File: config.mk
export PLATFORM = sky130hd
export DESIGN_NAME = h264_sei_user_data_nal_writer_flat
export DESIGN_NICKNAME = d
export VERILOG_FILES = /design/src/hdl/seinal_pkg.sv /design/src/hdl/seinal_item_if.sv /design/src/hdl/seinal_byte_if.sv /design/src/hdl/h264_sei_user_data_nal_writer.sv /design/src/hdl/seinal_front.sv /design/src/hdl/seinal_fifo.sv /design/src/hdl/seinal_back.sv /design/src/flat_wrapper.sv
export SDC_FILE = /design/constraint.sdc
export NUM_CORES = 1
export LEC_CHECK = 0
export ABC_AREA = 1
export BUFFER_PORTS_ARGS = -buffer_cell sky130_fd_sc_hd__buf_2
export CELL_PAD_IN_SITES_DETAIL_PLACEMENT = 0
export CELL_PAD_IN_SITES_GLOBAL_PLACEMENT = 1
export CORE_MARGIN = 4
export CORE_UTILIZATION = 52
export CTS_BUF_LIST = sky130_fd_sc_hd__clkbuf_8
export CTS_CLUSTER_SIZE = 40
export DETAILED_ROUTE_END_ITERATION = 8
export PLACE_DENSITY = 0.95
export SLEW_MARGIN = 10
export SYNTH_ARGS = -nofsm -noshare
export SYNTH_HDL_FRONTEND = slang
export SYNTH_HIERARCHICAL = 1
export SYNTH_SLANG_ARGS = --single-unit
File: constraint.sdc
create_clock -name clk -period 5.91 [get_ports clk]
set_input_delay 0.2955 -clock clk [delete_from_list [all_inputs] [get_ports clk]]
set_output_delay 0.2955 -clock clk [all_outputs]
set_load 0.05 [all_outputs]
File: src/hdl/seinal_pkg.sv
`timescale 1ns / 1ps

package seinal_pkg;

    // Field widths of the item and result channels.
    localparam int TYPE_W   = 10;
    localparam int SIZE_W   = 12;
    localparam int BYTE_W   = 8;
    localparam int LEN_W    = 13;
    localparam int UUID_W   = 64;
    localparam int CFG_IDX_W = 1;

    // Item function codes.
    localparam logic FUNC_BEGIN = 1'b0;
    localparam logic FUNC_DATA  = 1'b1;

    // Configuration register indexes.
    localparam logic [CFG_IDX_W-1:0] REG_UUID_HIGH = 1'b0;
    localparam logic [CFG_IDX_W-1:0] REG_UUID_LOW  = 1'b1;

    // Byte values of the NAL unit.
    localparam logic [BYTE_W-1:0] START_ZERO   = 8'h00;
    localparam logic [BYTE_W-1:0] START_ONE    = 8'h01;
    localparam logic [BYTE_W-1:0] NAL_HDR_SEI  = 8'h06;
    localparam logic [BYTE_W-1:0] EP_BYTE      = 8'h03;
    localparam logic [BYTE_W-1:0] FF_BYTE      = 8'hFF;
    localparam logic [BYTE_W-1:0] TRAIL_BYTE   = 8'h80;
    localparam logic [BYTE_W-1:0] EP_LIMIT     = 8'h03;

    // Coding step of type and size, and the UUID length added to the size.
    localparam logic [LEN_W-1:0] CODE_STEP  = 13'd255;
    localparam logic [LEN_W-1:0] UUID_BYTES = 13'd16;

    // Command queue between the front and the back.
    localparam int FIFO_DEPTH = 4;
    localparam int FIFO_PTR_W = 2;
    localparam int FIFO_CNT_W = 3;

    typedef struct packed {
        logic              is_data;
        logic              last;
        logic [TYPE_W-1:0] ptype;
        logic [SIZE_W-1:0] size;
        logic [BYTE_W-1:0] dbyte;
    } cmd_t;

endpackage

File: src/hdl/seinal_item_if.sv
`timescale 1ns / 1ps

interface seinal_item_if;
    logic                                valid;
    logic                                ready;
    logic                                func;
    logic [seinal_pkg::TYPE_W-1:0]       payload_type;
    logic [seinal_pkg::SIZE_W-1:0]       payload_len;
    logic [seinal_pkg::BYTE_W-1:0]       data_byte;

    modport source (output valid, func, payload_type, payload_len, data_byte, input ready);
    modport sink   (input valid, func, payload_type, payload_len, data_byte, output ready);
endinterface

File: src/hdl/seinal_byte_if.sv
`timescale 1ns / 1ps

interface seinal_byte_if;
    logic                                valid;
    logic                                ready;
    logic [seinal_pkg::BYTE_W-1:0]       out_byte;
    logic                                last_byte;
    logic [seinal_pkg::LEN_W-1:0]        total_length;

    modport source (output valid, out_byte, last_byte, total_length, input ready);
    modport sink   (input valid, out_byte, last_byte, total_length, output ready);
endinterface

File: src/hdl/h264_sei_user_data_nal_writer.sv
`timescale 1ns / 1ps

// Builds H.264 SEI NAL units as a byte stream, one result item per byte.
// A begin item (func 0) produces the start code, the SEI header byte, the
// coded payload type and size (size plus 16), the 16 UUID bytes from the
// two configuration registers and, for a zero size, the trailing 0x80 byte.
// Each data item (func 1) produces its payload byte, and the trailing byte
// follows the last one; the trailing byte carries last_byte and the total
// unit length. Data items arriving outside a message are dropped. Every byte
// after the start code passes through emulation prevention, so an inserted
// 0x03 goes out ahead of the byte that caused it. The output sequencer sends
// one byte per cycle while the output is not stalled; a begin item first
// takes a setup step in which no byte goes out. A four-entry command queue
// sits between the item front end and the byte sequencer, so items keep
// being accepted while header bytes go out until the queue is full, and
// the output register takes a new byte as the previous one is taken.
// Configuration must only be written while idle.
module h264_sei_user_data_nal_writer #(
    parameter int MAX_PAYLOAD_BYTES = 4096
) (
    input  logic                             clk,
    input  logic                             rst_n,
    seinal_item_if.sink                      items,
    seinal_byte_if.source                    stream,
    input  logic                             cfg_we,
    input  logic [seinal_pkg::CFG_IDX_W-1:0] cfg_index,
    input  logic [seinal_pkg::UUID_W-1:0]    cfg_data
);
    import seinal_pkg::*;

    // UUID registers, read by the sequencer as the UUID bytes go out.
    logic [UUID_W-1:0] uuid_high_reg, uuid_high_next;
    logic [UUID_W-1:0] uuid_low_reg, uuid_low_next;

    logic push_valid;
    cmd_t push_cmd;
    logic push_ready;
    logic head_valid;
    cmd_t head_cmd;
    logic pop;

    always_comb
    begin
        uuid_high_next = uuid_high_reg;
        uuid_low_next  = uuid_low_reg;
        if (cfg_we)
        begin
            case (cfg_index)
                REG_UUID_HIGH: uuid_high_next = cfg_data;
                REG_UUID_LOW:  uuid_low_next  = cfg_data;
                default:       uuid_high_next = uuid_high_reg;
            endcase
        end
    end

    always_ff @(posedge clk or negedge rst_n)
    begin
        if (!rst_n)
        begin
            uuid_high_reg <= '0;
            uuid_low_reg  <= '0;
        end
        else
        begin
            uuid_high_reg <= uuid_high_next;
            uuid_low_reg  <= uuid_low_next;
        end
    end

    // The front end tracks the open message and turns items into commands.
    seinal_front #(
        .MAX_PAYLOAD_BYTES(MAX_PAYLOAD_BYTES)
    ) u_front (
        .clk        (clk),
        .rst_n      (rst_n),
        .items      (items),
        .push_valid (push_valid),
        .push_cmd   (push_cmd),
        .push_ready (push_ready)
    );

    seinal_fifo u_fifo (
        .clk        (clk),
        .rst_n      (rst_n),
        .push_valid (push_valid),
        .push_cmd   (push_cmd),
        .push_ready (push_ready),
        .head_valid (head_valid),
        .head_cmd   (head_cmd),
        .pop        (pop)
    );

    // The back end sequences the bytes and applies emulation prevention.
    seinal_back u_back (
        .clk        (clk),
        .rst_n      (rst_n),
        .head_valid (head_valid),
        .head_cmd   (head_cmd),
        .pop        (pop),
        .uuid_high  (uuid_high_reg),
        .uuid_low   (uuid_low_reg),
        .stream     (stream)
    );

endmodule

File: src/hdl/seinal_front.sv
`timescale 1ns / 1ps

module seinal_front #(
    parameter int MAX_PAYLOAD_BYTES = 4096
) (
    input  logic               clk,
    input  logic               rst_n,
    seinal_item_if.sink        items,
    output logic               push_valid,
    output seinal_pkg::cmd_t   push_cmd,
    input  logic               push_ready
);
    import seinal_pkg::*;

    localparam logic [16:0] MaxBytes = 17'(MAX_PAYLOAD_BYTES);

    logic              open_reg, open_next;
    logic [SIZE_W-1:0] remain_reg, remain_next;
    logic              accept;
    logic              is_data;
    logic [SIZE_W-1:0] size_eff;

    assign items.ready = push_ready;
    assign accept      = items.valid && push_ready;
    assign is_data     = (items.func == FUNC_DATA);
    assign size_eff    = ({5'd0, items.payload_len} > MaxBytes) ? MaxBytes[SIZE_W-1:0]
                                                                : items.payload_len;

    // Data outside an open message is dropped here and never reaches the queue.
    assign push_valid       = accept && (!is_data || open_reg);
    assign push_cmd.is_data = is_data;
    assign push_cmd.last    = (remain_reg == 12'd1);
    assign push_cmd.ptype   = items.payload_type;
    assign push_cmd.size    = size_eff;
    assign push_cmd.dbyte   = items.data_byte;

    always_comb
    begin
        open_next   = open_reg;
        remain_next = remain_reg;
        if (accept && !is_data)
        begin
            open_next   = (size_eff != 12'd0);
            remain_next = size_eff;
        end
        else if (accept && open_reg)
        begin
            remain_next = remain_reg - 12'd1;
            if (remain_reg == 12'd1)
            begin
                open_next = 1'b0;
            end
        end
    end

    always_ff @(posedge clk or negedge rst_n)
    begin
        if (!rst_n)
        begin
            open_reg   <= 1'b0;
            remain_reg <= '0;
        end
        else
        begin
            open_reg   <= open_next;
            remain_reg <= remain_next;
        end
    end

endmodule

File: src/hdl/seinal_fifo.sv
`timescale 1ns / 1ps

module seinal_fifo (
    input  logic              clk,
    input  logic              rst_n,
    input  logic              push_valid,
    input  seinal_pkg::cmd_t  push_cmd,
    output logic              push_ready,
    output logic              head_valid,
    output seinal_pkg::cmd_t  head_cmd,
    input  logic              pop
);
    import seinal_pkg::*;

    cmd_t                  mem [FIFO_DEPTH];
    logic [FIFO_PTR_W-1:0] wr_ptr_reg, wr_ptr_next;
    logic [FIFO_PTR_W-1:0] rd_ptr_reg, rd_ptr_next;
    logic [FIFO_CNT_W-1:0] count_reg, count_next;
    logic                  do_push;
    logic                  do_pop;

    assign push_ready = (count_reg != FIFO_CNT_W'(FIFO_DEPTH));
    assign head_valid = (count_reg != '0);
    assign head_cmd   = mem[rd_ptr_reg];
    assign do_push    = push_valid && push_ready;
    assign do_pop     = pop && head_valid;

    always_comb
    begin
        wr_ptr_next = wr_ptr_reg + (do_push ? 2'd1 : 2'd0);
        rd_ptr_next = rd_ptr_reg + (do_pop ? 2'd1 : 2'd0);
        count_next  = count_reg + (do_push ? 3'd1 : 3'd0) - (do_pop ? 3'd1 : 3'd0);
    end

    always_ff @(posedge clk or negedge rst_n)
    begin
        if (!rst_n)
        begin
            wr_ptr_reg <= '0;
            rd_ptr_reg <= '0;
            count_reg  <= '0;
        end
        else
        begin
            wr_ptr_reg <= wr_ptr_next;
            rd_ptr_reg <= rd_ptr_next;
            count_reg  <= count_next;
        end
    end

    always_ff @(posedge clk)
    begin
        if (do_push)
        begin
            mem[wr_ptr_reg] <= push_cmd;
        end
    end

endmodule

File: src/hdl/seinal_back.sv
`timescale 1ns / 1ps

module seinal_back (
    input  logic                          clk,
    input  logic                          rst_n,
    input  logic                          head_valid,
    input  seinal_pkg::cmd_t              head_cmd,
    output logic                          pop,
    input  logic [seinal_pkg::UUID_W-1:0] uuid_high,
    input  logic [seinal_pkg::UUID_W-1:0] uuid_low,
    seinal_byte_if.source                 stream
);
    import seinal_pkg::*;

    localparam logic [2:0] ST_IDLE  = 3'd0;
    localparam logic [2:0] ST_START = 3'd1;
    localparam logic [2:0] ST_HDR   = 3'd2;
    localparam logic [2:0] ST_CODE  = 3'd3;
    localparam logic [2:0] ST_UUID  = 3'd4;
    localparam logic [2:0] ST_TRAIL = 3'd5;

    logic [2:0]        state_reg, state_next;
    logic [3:0]        cnt_reg, cnt_next;
    logic [LEN_W-1:0]  v_reg, v_next;
    logic              sel_size_reg, sel_size_next;
    logic [SIZE_W-1:0] size_reg, size_next;
    logic [1:0]        zrun_reg, zrun_next;
    logic [LEN_W-1:0]  bw_reg, bw_next;
    logic              out_valid_reg, out_valid_next;
    logic [BYTE_W-1:0] out_byte_reg, out_byte_next;
    logic              out_last_reg, out_last_next;
    logic [LEN_W-1:0]  out_len_reg, out_len_next;

    logic              adv;
    logic              cand_valid;
    logic [BYTE_W-1:0] cand_byte;
    logic              cand_ep;
    logic              cand_last;
    logic              ins;
    logic              emit;
    logic              step;
    logic              load_begin;
    logic [LEN_W-1:0]  bw_inc;
    logic [127:0]      uuid_cat;
    logic [6:0]        ubit;
    logic              v_big;

    assign adv      = !out_valid_reg || stream.ready;
    assign uuid_cat = {uuid_high, uuid_low};
    assign ubit     = {~cnt_reg, 3'b111};
    assign v_big    = (v_reg >= CODE_STEP);
    assign bw_inc   = bw_reg + 13'd1;

    // Next byte the sequencer wants to send, before emulation prevention.
    always_comb
    begin
        cand_valid = 1'b1;
        cand_byte  = START_ZERO;
        cand_ep    = 1'b1;
        cand_last  = 1'b0;
        case (state_reg)
            ST_IDLE:
            begin
                cand_valid = head_valid && head_cmd.is_data;
                cand_byte  = head_cmd.dbyte;
            end
            ST_START:
            begin
                cand_byte = (cnt_reg == 4'd3) ? START_ONE : START_ZERO;
                cand_ep   = 1'b0;
            end
            ST_HDR:
            begin
                cand_byte = NAL_HDR_SEI;
            end
            ST_CODE:
            begin
                cand_byte = v_big ? FF_BYTE : v_reg[BYTE_W-1:0];
            end
            ST_UUID:
            begin
                cand_byte = uuid_cat[ubit -: 8];
            end
            ST_TRAIL:
            begin
                cand_byte = TRAIL_BYTE;
                cand_last = 1'b1;
            end
            default:
            begin
                cand_valid = 1'b0;
            end
        endcase
    end

    assign ins        = cand_ep && (zrun_reg == 2'd2) && (cand_byte <= EP_LIMIT);
    assign emit       = adv && cand_valid;
    assign step       = emit && !ins;
    assign load_begin = (state_reg == ST_IDLE) && head_valid && !head_cmd.is_data;

    always_comb
    begin
        state_next    = state_reg;
        cnt_next      = cnt_reg;
        v_next        = v_reg;
        sel_size_next = sel_size_reg;
        size_next     = size_reg;
        pop           = 1'b0;
        case (state_reg)
            ST_IDLE:
            begin
                if (load_begin)
                begin
                    pop           = 1'b1;
                    v_next        = {3'd0, head_cmd.ptype};
                    size_next     = head_cmd.size;
                    sel_size_next = 1'b0;
                    cnt_next      = '0;
                    state_next    = ST_START;
                end
                else if (step)
                begin
                    pop = 1'b1;
                    if (head_cmd.last)
                    begin
                        state_next = ST_TRAIL;
                    end
                end
            end
            ST_START:
            begin
                if (step)
                begin
                    cnt_next = cnt_reg + 4'd1;
                    if (cnt_reg == 4'd3)
                    begin
                        state_next = ST_HDR;
                    end
                end
            end
            ST_HDR:
            begin
                if (step)
                begin
                    state_next = ST_CODE;
                end
            end
            ST_CODE:
            begin
                if (step)
                begin
                    if (v_big)
                    begin
                        v_next = v_reg - CODE_STEP;
                    end
                    else if (!sel_size_reg)
                    begin
                        v_next        = {1'b0, size_reg} + UUID_BYTES;
                        sel_size_next = 1'b1;
                    end
                    else
                    begin
                        cnt_next   = '0;
                        state_next = ST_UUID;
                    end
                end
            end
            ST_UUID:
            begin
                if (step)
                begin
                    cnt_next = cnt_reg + 4'd1;
                    if (cnt_reg == 4'd15)
                    begin
                        state_next = (size_reg == 12'd0) ? ST_TRAIL : ST_IDLE;
                    end
                end
            end
            ST_TRAIL:
            begin
                if (step)
                begin
                    state_next = ST_IDLE;
                end
            end
            default:
            begin
                state_next = ST_IDLE;
            end
        endcase
    end

    always_comb
    begin
        zrun_next      = zrun_reg;
        bw_next        = bw_reg;
        out_valid_next = out_valid_reg;
        out_byte_next  = out_byte_reg;
        out_last_next  = out_last_reg;
        out_len_next   = out_len_reg;
        if (load_begin)
        begin
            zrun_next = '0;
            bw_next   = '0;
        end
        else if (emit)
        begin
            bw_next = bw_inc;
            if (ins)
            begin
                zrun_next = '0;
            end
            else if (cand_ep)
            begin
                if (cand_byte != 8'd0)
                begin
                    zrun_next = '0;
                end
                else if (zrun_reg != 2'd2)
                begin
                    zrun_next = zrun_reg + 2'd1;
                end
            end
        end
        if (emit)
        begin
            out_valid_next = 1'b1;
            out_byte_next  = ins ? EP_BYTE : cand_byte;
            out_last_next  = !ins && cand_last;
            out_len_next   = (!ins && cand_last) ? bw_inc : '0;
        end
        else if (stream.ready)
        begin
            out_valid_next = 1'b0;
        end
    end

    always_ff @(posedge clk or negedge rst_n)
    begin
        if (!rst_n)
        begin
            state_reg     <= ST_IDLE;
            cnt_reg       <= '0;
            sel_size_reg  <= 1'b0;
            zrun_reg      <= '0;
            bw_reg        <= '0;
            out_valid_reg <= 1'b0;
        end
        else
        begin
            state_reg     <= state_next;
            cnt_reg       <= cnt_next;
            sel_size_reg  <= sel_size_next;
            zrun_reg      <= zrun_next;
            bw_reg        <= bw_next;
            out_valid_reg <= out_valid_next;
        end
    end

    always_ff @(posedge clk)
    begin
        v_reg        <= v_next;
        size_reg     <= size_next;
        out_byte_reg <= out_byte_next;
        out_last_reg <= out_last_next;
        out_len_reg  <= out_len_next;
    end

    assign stream.valid        = out_valid_reg;
    assign stream.out_byte     = out_byte_reg;
    assign stream.last_byte    = out_last_reg;
    assign stream.total_length = out_len_reg;

endmodule
File: src/flat_wrapper.sv
// flat-port wrapper written by rule: the top's interface ports become plain ports
module h264_sei_user_data_nal_writer_flat import seinal_pkg::*;
#(
    parameter int MAX_PAYLOAD_BYTES = 4096
)
  (clk, rst_n, cfg_we, cfg_index, cfg_data, items_valid, items_func, items_payload_type, items_payload_len, items_data_byte, items_ready, stream_valid, stream_out_byte, stream_last_byte, stream_total_length, stream_ready);
  seinal_item_if items_i ();
  seinal_byte_if stream_i ();
  input  logic clk;
  input  logic rst_n;
  input  logic cfg_we;
  input  logic [seinal_pkg::CFG_IDX_W-1:0] cfg_index;
  input  logic [seinal_pkg::UUID_W-1:0] cfg_data;
  input wire logic [$bits(items_i.valid)-1:0] items_valid;
  input wire logic [$bits(items_i.func)-1:0] items_func;
  input wire logic [$bits(items_i.payload_type)-1:0] items_payload_type;
  input wire logic [$bits(items_i.payload_len)-1:0] items_payload_len;
  input wire logic [$bits(items_i.data_byte)-1:0] items_data_byte;
  output wire logic [$bits(items_i.ready)-1:0] items_ready;
  output wire logic [$bits(stream_i.valid)-1:0] stream_valid;
  output wire logic [$bits(stream_i.out_byte)-1:0] stream_out_byte;
  output wire logic [$bits(stream_i.last_byte)-1:0] stream_last_byte;
  output wire logic [$bits(stream_i.total_length)-1:0] stream_total_length;
  input wire logic [$bits(stream_i.ready)-1:0] stream_ready;
  assign items_i.valid = items_valid;
  assign items_i.func = items_func;
  assign items_i.payload_type = items_payload_type;
  assign items_i.payload_len = items_payload_len;
  assign items_i.data_byte = items_data_byte;
  assign items_ready = items_i.ready;
  assign stream_valid = stream_i.valid;
  assign stream_out_byte = stream_i.out_byte;
  assign stream_last_byte = stream_i.last_byte;
  assign stream_total_length = stream_i.total_length;
  assign stream_i.ready = stream_ready;
  h264_sei_user_data_nal_writer #(.MAX_PAYLOAD_BYTES(MAX_PAYLOAD_BYTES)) u_core (.clk(clk), .rst_n(rst_n), .items(items_i), .stream(stream_i), .cfg_we(cfg_we), .cfg_index(cfg_index), .cfg_data(cfg_data));
endmodule
==> out/qor.yml, run 1 <==
detailed_routing:
  drtIter0Drc: 1081
  viasPerCell: 5.31
  drtPass1Iterations: 5
  wl_per_cell_um: 16.5
  antenna_left: 0
  vias: 13300
  postRouteWirelength_mm: 41.4
  drt_drc_violations_left: 0
setup_path:
  crit_required_ps: 6390
  worstPathArrival_ps: 4330
  end_kind: "flip-flop"
  critical_path_class: "flip-flop to flip-flop"
  cp_max_fo: 62
  cp-start-kind: "flip-flop"
final_layout:
  area_growth_pct: 14.1
  final_cell_mix: "505 x nand2_1, 216 x nor2_1, 206 x nand3_1"
  drive_gt1_share_pct: 13.5
  fillers: 2720
  largest_reg_flops: 128
  fin_nets: 2137
  final_common_cell: "nand2_1"
timing:
  tns_ps: 0
  rsz0062_at_grt: "no"
  timing.final.crit_period_ps: 3850
  fin_ws_ps: 2060
  maxSlewViolCount: 0
  fin_crit_sh_pct: 65.1
  setup_viol: 0
  fmax_mhz: 260
  tightest_slew_ps: 1080
  fin_worst_skew_ps: 32.2
  slew_headroom_pct: 27.7
  hold_viol: 0
logic_synthesis:
  seq_area_frac_synth_pct: 56.6
  ys.flop_type: "edfxtp_1"
  synth_area_um2: 16900
  synth_area_per_cell_um2: 9.09
  synth_seq_cells: 347
  synth_top_area_cell: "edfxtp_1"
  postSynth.asyncResetShare_pct: 49.6
  synth_nets: 1968
  ys.warnings.count: 6
  synth_cell_types: 47
  synthTopCellsByArea: "edfxtp_1 31%, dfrtp_1 26%, nand2_1 11%, nand3_1 6.1%, nor2_1 4.8%"
  synth_edf_count: 175
  yosys.area.top_type_share_pct: 31.1
  synth_cells: 1856
global_routing:
  met3_usage_pct: 4.06
  track_usage_pct: 23.3
  antenna_found_initial: 2
  grt_use_met1_pct: 33.2
  grt-ovfl-total: 0
  grt_pass1_vias: 13300
  use_met2_pct: 37.3
  grt_start_max_net_pins: 104
  busiest_layer: "met2"
  grt_pass1_wl_mm: 68.2
clock_network:
  clk_latency_ps: 620
  tritoncts: "yes"
  cts_resized: 0
  cts_made_buffers: 57
  root_buffer: "clkbuf_8"
  cts_max_level: 2
  clkTransAtPathRegs_ps: 60
  cts_buffer_depth: 3
  clock_sinks: 347
min_path:
  hold_class: "input port to flip-flop"
placement:
  io_buffers: 124
  dp_slack_ps: 2110
  hpwl_mm: 26.0
  gp_congestion: 0.891
outcome:
  outcome: "finished, final reports clean"
die:
  die_w_um: 188
  start_util_pct: 53.1
  dieArea_um2: 35400
  dieHeight_um: 188
  core_um2: 31800
  rows: 65
  io-pin-count: 125
power:
  comb_power_share_pct: 36.2
  peakVddDrop_uv: 258
  seq_power_share_pct: 42.0
  leakagePower_nw: 8.77
  pwr_density_cell_nw_per_um2: 449
  p_int_mw: 5.12
  switching_share_pct: 40.9
  switchingPower_mw: 3.54
  power.share.clock_pct: 21.8
job:
  maxCapViolCount: 0
## timing repair
action	in CTS	in global routing
endpoints found under the hold margin	359	0
setup buffers	0	0
hold buffers	97	0
## metal layers
metal	vias to the layer above	part of all wire (%)	wire (um)
li1	6442	-	-
met5	-	0	0
met1	6379	45	18700
met2	444	46	19200
met4	0	1.9	806
met3	62	6.4	2670
## cells by family after synthesis
family                     synth area share [%]
buffers and inverters                      8.25
AOI/OAI and AO/OA                          7.25
xor gates and xnor gates                   1.51
and+or+nand+nor                            25.5
adders and majority gates                 0.860
DFF                                        56.6
## power groups by stage
stage,registers [mW],clock network [mW],logic (mW)
global route,3.70,2.06,3.49
detailed placement,3.67,0,3.06
CTS,3.63,1.94,3.12
floorplan,3.82,0,2.20
finish,3.64,1.88,3.13
global placement,3.65,0,2.99
## synthesized netlist by cell type, types with 2 or more instances
cell,number
a211oi_1,2
a21oi_1,24
buf_1,2
buf_2,37
buf_4,44
buf_6,33
clkbuf_1,10
clkinv_1,6
dfrtp_1,172
edfxtp_1,175
ha_1,10
inv_1,103
inv_2,10
inv_4,2
nand2_1,505
nand2_2,17
nand2_4,4
nand3_1,206
nand3_2,5
nand4_1,8
nor2_1,216
nor2_2,7
nor2_4,8
nor3_1,11
nor4_1,6
o211ai_1,9
o21ai_0,55
o21ai_1,104
o21ai_2,6
o22ai_1,13
o31ai_1,2
or2_2,2
xnor2_1,3
xor2_1,26
## final cells by class
type                    instances  area [um2]  area share (%)
diodes                          2        5.00          0.0260
repair buffers                236        1710            8.89
flip-flops and latches        347        9560            49.6
well taps                     435         544            2.83
clock inverters                49         220            1.14
inverters                     121         459            2.38
multi-input cells            1262        5940            30.9
clock buffers                  59         812            4.22
## stage by stage
stage / instances / util [%] / instance area [um2] / hold slack [ps] / total power [mW]
after detailed placement: 2304 / 54.3 / 17300 / 458 / 6.73
after global placement: 2304 / 54.3 / 17300 / 454 / 6.64
after floorplan: 1856 / - / 16900 / -0.0911 / 6.02
after CTS: 2509 / 60.6 / 19300 / 52.1 / 8.69
after global routing: 2511 / 60.6 / 19300 / 76.6 / 9.24
final: 2511 / 60.6 / 19300 / 97.9 / 8.66
## final timing paths
| check | from | endpoint | slack, ps | cells after the start |
|---|---|---|---|---|
| worst min register to register | u_core/uuid_low_reg[8]$_DFFE_PN0P_ | u_core/uuid_low_reg[8]$_DFFE_PN0P_ | 470 | 2 |
| max in group asynchronous | rst_n | u_core/u_back/stream.valid$_DFFE_PN0P_ | 4130 | 3 |
| worst max-delay path | u_core/u_back/cnt_reg[0]$_DFFE_PN0P_ | u_core/u_fifo/count_reg[2]$_DFF_PN0_ | 2060 | 20 |
| min in group asynchronous | rst_n | u_core/uuid_high_reg[53]$_DFFE_PN0P_ | 370 | 2 |
| worst min-delay path | cfg_we | u_core/uuid_low_reg[63]$_DFFE_PN0P_ | 100 | 3 |
| worst max register to register | u_core/u_back/cnt_reg[0]$_DFFE_PN0P_ | u_core/u_fifo/count_reg[2]$_DFF_PN0_ | 2060 | 20 |
## worst max-delay path: stages (launching register included)
cell     delay [ps]
dfrtp_2         940
inv_4           450
nand2_1         150
nand2_1          60
nand2_1          50
nand3_1         140
nand3_1         130
nand2_1          80
nand2_1          80
nand2_2          70
nor2_4          120
nand4_4         130
nand2_4         130
a21oi_1         110
nand2_1         110
inv_1            60
nand2_1         100
nand2_1          70
ha_1            190
fa_1            370
xnor2_1         140
Note: power is estimated with default switching activity, not from simulation.
==> run 2: changes to the inputs <==
CORE_UTILIZATION = 48   (was 52)
PLACE_DENSITY = 0.93   (was 0.95)
clock period = 3.9 ns   (was 5.91 ns; I/O delays follow)
==> out/qor.yml, run 2 (synthesis results as in run 1) <==
timing:
  setup_viol: 0  # unchanged
  rsz0062_at_grt: "no"  # unchanged
  fin_hold_ws_ps: 167  # was 97.9 ps
  hold_viol: 0  # unchanged
  fin_worst_skew_ps: 13.1  # was 32.2 ps
  fin_crit_sh_pct: 88.5  # was 65.1%
  fin_ws_ps: 448  # was 2060 ps
  fmax_mhz: 290  # was 260 MHz
  tns_ps: 0  # unchanged
  slew_headroom_pct: 33.0  # was 27.7%
  tightest_slew_ps: 1010  # was 1080 ps
  maxSlewViolCount: 0  # unchanged
  timing.final.crit_period_ps: 3450  # was 3850 ps
die:
  dieArea_um2: 38200  # was 35400 um2
  start_util_pct: 48.7  # was 53.1%
  dieHeight_um: 196  # was 188 um
  core_um2: 34600  # was 31800 um2
  io-pin-count: 125  # unchanged
  rows: 68  # was 65
  die_w_um: 196  # was 188 um
global_routing:
  grt-ovfl-total: 0  # unchanged
  track_usage_pct: 21.6  # was 23.3%
  grt_pass1_wl_mm: 68.2  # about the same
  antenna_found_initial: 3  # was 2
  grt_pass1_vias: 13200  # was 13300
  grt_start_max_net_pins: 103  # was 104
setup_path:
  cp-start-kind: "flip-flop"  # unchanged
  end_kind: "flip-flop"  # unchanged
  cp_max_fo: 29  # was 62
  crit_required_ps: 4390  # was 6390 ps
  critical_path_class: "flip-flop to flip-flop"  # unchanged
  worstPathArrival_ps: 3940  # was 4330 ps
placement:
  io_buffers: 124  # unchanged
  dp.cells: 2338  # was 2304
  gp_congestion: 0.861  # was 0.891
  dp_slack_ps: 528  # was 2110 ps
  hpwl_mm: 26.8  # was 26.0 mm
  post_dp_cell_area_um2: 17400  # was 17300 um2
clock_network:
  cts_made_buffers: 58  # was 57
  cts_buffer_depth: 3  # unchanged
  postCtsSetupRepairBufs: 0  # unchanged
  tritoncts: "yes"  # unchanged
  cts_max_level: 2  # unchanged
  root_buffer: "clkbuf_8"  # unchanged
  clock_sinks: 347  # unchanged
  clk_latency_ps: 610  # was 620 ps
  clkTransAtPathRegs_ps: 60  # about the same
power:
  switchingPower_mw: 5.43  # was 3.54 mW
  comb_power_share_pct: 35.6  # was 36.2%
  peakVddDrop_uv: 499  # was 258 uV
  leakagePower_nw: 8.88  # was 8.77 nW
  power.share.clock_pct: 24.6  # was 21.8%
  seq_power_share_pct: 39.7  # was 42.0%
  total_power_mw: 13.7  # was 8.66 mW
  pwr_density_cell_nw_per_um2: 699  # was 449 nW/um2
  switching_share_pct: 39.6  # was 40.9%
  p_int_mw: 8.29  # was 5.12 mW
final_layout:
  stdcell_count: 2547  # was 2511
  area_growth_pct: 16.3  # was 14.1%
  fin_nets: 2153  # was 2137
  fin_util_pct: 56.7  # was 60.6%
  drive_gt1_share_pct: 15.1  # was 13.5%
  design_area_um2: 19600  # was 19300 um2
  final_common_cell: "nand2_1"  # unchanged
  final_cell_mix: "505 x nand2_1, 216 x nor2_1, 206 x nand3_1"  # unchanged
  largest_reg_flops: 128  # unchanged
detailed_routing:
  viasPerCell: 5.28  # was 5.31
  vias: 13500  # was 13300
  wl_per_cell_um: 16.4  # was 16.5 um
  drtIter0Drc: 1093  # was 1081
  drtPass1Iterations: 6  # was 5
  antenna_left: 0  # unchanged
  postRouteWirelength_mm: 41.8  # was 41.4 mm
  drt_drc_violations_left: 0  # unchanged
min_path:
  hold_class: "input port to flip-flop"  # unchanged
outcome:
  outcome: "finished, final reports clean"  # unchanged
job:
  maxCapViolCount: 0  # unchanged
[run 2: per-layer routing]
metal  global-route usage [%]  vias up  part of all wire [%]
met5                        0        -                 0.017
met4                     6.49        2                   2.3
met3                     3.95       72                   7.1
met2                     34.2      470                    46
met1                     30.8     6436                    44
li1                         -     6479                     -
[run 2: path summary, 6_finish.rpt]
| check | from | endpoint | slack (ps) | cells after the start |
|---|---|---|---|---|
| setup reg to reg | u_core/u_fifo/rd_ptr_reg[1]$_DFF_PN0_ | u_core/u_fifo/count_reg[2]$_DFF_PN0_ | 450 | 18 |
| hold / removal | cfg_we | u_core/uuid_low_reg[0]$_DFFE_PN0P_ | 170 | 3 |
| hold reg to reg | u_core/uuid_high_reg[49]$_DFFE_PN0P_ | u_core/uuid_high_reg[49]$_DFFE_PN0P_ | 470 | 2 |
| min in group asynchronous | rst_n | u_core/uuid_high_reg[5]$_DFFE_PN0P_ | 300 | 2 |
| max in group asynchronous | rst_n | u_core/uuid_low_reg[23]$_DFFE_PN0P_ | 2560 | 3 |
| setup / recovery | u_core/u_fifo/rd_ptr_reg[1]$_DFF_PN0_ | u_core/u_fifo/count_reg[2]$_DFF_PN0_ | 450 | 18 |
[run 2: area by class of cell]
cell class / instances / area (um2)
diodes: 2 / 5.00
inverters: 121 / 459
clock inverters: 39 / 292
repair buffers: 251 / 1830
flip-flops and latches: 347 / 9560
clock buffers: 70 / 963
fillers: 2993 / 15000
multi-input cells: 1262 / 5940
well taps: 455 / 569
[run 2: power groups by stage]
| stage | sequential [mW] | combinational, mW | clock (mW) |
|---|---|---|---|
| floorplan | 5.78 | 3.33 | 0 |
| global placement | 5.47 | 4.67 | 0 |
| detailed placement | 5.51 | 4.77 | 0 |
| CTS | 5.45 | 4.87 | 3.46 |
| global route | 5.55 | 5.41 | 3.65 |
| finish | 5.45 | 4.89 | 3.38 |
[run 2: repair_timing]
action | in CTS | in global routing
hold buffers | 98 | 0
gates resized for setup | 0 | 0
hold endpoints to repair | 365 | 0
[run 2: worst max-delay path, stage by stage, from the launching register on]
cell     delay, ps
dfrtp_1        380
inv_2          390
buf_4          340
o21ai_1        100
o21ai_1        210
nand2_1        100
o21ai_2         70
nor2_1          80
nand2_2         90
nor2_4          50
nand4_4         90
nand2_4        100
a21oi_1        260
nand2_1        130
nand2_1         90
nand2_1         70
ha_1           210
fa_1           400
xnor2_1        150
==> run 3: changes to the inputs <==
CORE_UTILIZATION = 25   (was 48)
PLACE_DENSITY = 0.59   (was 0.93)
==> out/qor.yml, run 3 (synthesis results as in run 1) <==
outcome:
  outcome: "finished, final reports clean"  # unchanged
timing:
  tns_ps: 0  # unchanged
  rsz0062_at_grt: "no"  # unchanged
  slew_headroom_pct: 38.3  # was 33.0%
  setup_viol: 0  # unchanged
  timing.final.crit_period_ps: 3380  # was 3450 ps
  fin_worst_skew_ps: 34.1  # was 13.1 ps
  maxSlewViolCount: 0  # unchanged
  hold_viol: 0  # unchanged
  tightest_slew_ps: 917  # was 1010 ps
  fmax_mhz: 296  # was 290 MHz
  fin_crit_sh_pct: 86.8  # was 88.5%
  fin_hold_ws_ps: 117  # was 167 ps
die:
  dieHeight_um: 268  # was 196 um
  die_w_um: 268  # was 196 um
  core_um2: 66300  # was 34600 um2
  start_util_pct: 25.4  # was 48.7%
  dieArea_um2: 71700  # was 38200 um2
  rows: 94  # was 68
  io-pin-count: 125  # unchanged
setup_path:
  worstPathArrival_ps: 3870  # was 3940 ps
  cp_max_fo: 22  # was 29
  critical_path_class: "flip-flop to flip-flop"  # unchanged
  cp-start-kind: "flip-flop"  # unchanged
  crit_required_ps: 4390  # about the same
  end_kind: "flip-flop"  # unchanged
  worstPathCellList: "inv_4 -> buf_12 -> nand2_1 -> nand3_1 -> nand2_1 -> nand2_1 -> nand2_1 -> inv_1 -> nand2_1 -> nand2_1 -> nand2_2 -> nor2_4 -> nand4_4 -> nand2_4 -> a21oi_1 -> nand2_1 -> inv_1 -> nand2_1 -> nand2_1 -> ha_1 -> fa_1 -> xnor2_1"  # was inv_2 -> buf_4 -> o21ai_1 -> o21ai_1 -> nand2_1 -> o21ai_2 -> nor2_1 -> nand2_2 -> nor2_4 -> nand4_4 -> nand2_4 -> a21oi_1 -> nand2_1 -> nand2_1 -> nand2_1 -> ha_1 -> fa_1 -> xnor2_1
  max_stage_delay_ps: 530  # was 400 ps
  crit_top_cell: "nand2_1"  # unchanged
  slowest_stage: "dfrtp_2"  # was fa_1
global_routing:
  track_usage_pct: 13.8  # was 21.6%
  grt_pass1_wl_mm: 77.2  # was 68.2 mm
  grt-ovfl-total: 0  # unchanged
  antenna_found_initial: 3  # unchanged
  grt_start_max_net_pins: 78  # was 103
  grt_pass1_vias: 13300  # was 13200
detailed_routing:
  met2WireLength_mm: 23.0  # was 19.4 mm
  vias: 13100  # was 13500
  viasPerCell: 4.42  # was 5.28
  drtPass1Iterations: 5  # was 6
  routed.top_layer: "met5"  # unchanged
  wl_met1_mm: 23.0  # was 18.5 mm
  postRouteWirelength_mm: 49.3  # was 41.8 mm
  drtIter0Drc: 971  # was 1093
  drt_drc_violations_left: 0  # unchanged
  antenna_left: 0  # unchanged
  met3_wirelength_mm: 2.26  # was 2.99 mm
  wl_per_cell_um: 16.6  # was 16.4 um
clock_network:
  root_buffer: "clkbuf_8"  # unchanged
  cts_made_buffers: 66  # was 58
  cts_buffer_depth: 3  # unchanged
  tritoncts: "yes"  # unchanged
  cts_resized: 0  # unchanged
  clkTransAtPathRegs_ps: 60  # about the same
  cts_max_level: 3  # was 2
  clock_sinks: 347  # unchanged
  clk_latency_ps: 620  # was 610 ps
power:
  pwr_density_cell_nw_per_um2: 693  # was 699 nW/um2
  leakagePower_nw: 8.94  # was 8.88 nW
  peakVddDrop_uv: 381  # was 499 uV
final_layout:
  largest_reg_flops: 128  # unchanged
  fin_nets: 2164  # was 2153
  stdcell_count: 2962  # was 2547
  final_cell_mix: "505 x nand2_1, 216 x nor2_1, 206 x nand3_1"  # unchanged
  final_common_cell: "nand2_1"  # unchanged
  drive_gt1_share_pct: 15.2  # was 15.1%
  area_growth_pct: 19.8  # was 16.3%
  design_area_um2: 20200  # was 19600 um2
placement:
  post_dp_cell_area_um2: 18000  # was 17400 um2
  gp_congestion: 0.807  # was 0.861
  io_buffers: 124  # unchanged
  hpwl_mm: 32.6  # was 26.8 mm
  dp.cells: 2750  # was 2338
job:
  maxCapViolCount: 0  # unchanged
min_path:
  hold_class: "input port to flip-flop"  # unchanged
run 3: cell count changes in the layout (fill, tap and decap cells not counted), moves of 2 or more:
cell      delta
buf_12       +3
clkbuf_8     +4
clkinv_1     -2
clkinv_2     -4
inv_1        +6
run 3: metal layers:
metal  vias to the layer above  track usage, %
met5                         -               0
met4                         2            4.19
met3                        69            3.05
met2                       239            22.2
met1                      6316            18.7
li1                       6476               -
run 3: timing repair:
action                    4_1_cts  5_1_grt
hold endpoints to repair      340        0
buffers inserted                0        0
hold buffers                   98        0
run 3: cell type report:
class	instances	area [um2]
diodes	2	5.00
clock buffers	74	1020
clock inverters	38	267
fillers	7080	46100
inverters	121	459
multi-input cells	1262	5940
flip-flops and latches	347	9560
well taps	864	1080
repair buffers	254	1890
run 3: final timing paths:
check                                                           from                                   end  slack (ps)  cells past startpoint
worst max-delay path            u_core/u_back/cnt_reg[0]$_DFFE_PN0P_  u_core/u_fifo/count_reg[2]$_DFF_PN0_         520                     22
worst max register to register  u_core/u_back/cnt_reg[0]$_DFFE_PN0P_  u_core/u_fifo/count_reg[2]$_DFF_PN0_         520                     22
max in group asynchronous                                      rst_n   u_core/uuid_low_reg[49]$_DFFE_PN0P_        2800                      3
min in group asynchronous                                      rst_n   u_core/uuid_low_reg[22]$_DFFE_PN0P_         200                      2
worst min-delay path                                          cfg_we   u_core/uuid_low_reg[58]$_DFFE_PN0P_         120                      3
worst min register to register  u_core/uuid_high_reg[48]$_DFFE_PN0P_  u_core/uuid_high_reg[48]$_DFFE_PN0P_         470                      2
run 3: critical path, delay by kind of cell (launching register included):
| kind | cells | cell delay [ps] |
|---|---|---|
| xor gates and xnor gates | 1 | 140 |
| and+or+nand+nor | 14 | 1310 |
| adders and majority gates | 2 | 590 |
| DFF | 1 | 530 |
| AOI/OAI and AO/OA | 1 | 120 |
| buffers and inverters | 4 | 550 |
run 3: power by group:
part	total [mW]	switching (mW)	internal [mW]
sequential	5.48	0.546	4.93
combinational	4.99	3.51	1.49
clock	3.54	1.55	1.99
run 3: through the flow:
stage          total power, mW  worst slack, ps  utilization [%]
4_1_cts                   14.3              459             30.5
3_3_place_gp              10.5              560             27.1
2_1_floorplan             9.12              274                -
3_5_place_dp              10.5              487             27.1
6_report                  14.0              516             30.5
5_1_grt                   15.1              183             30.5
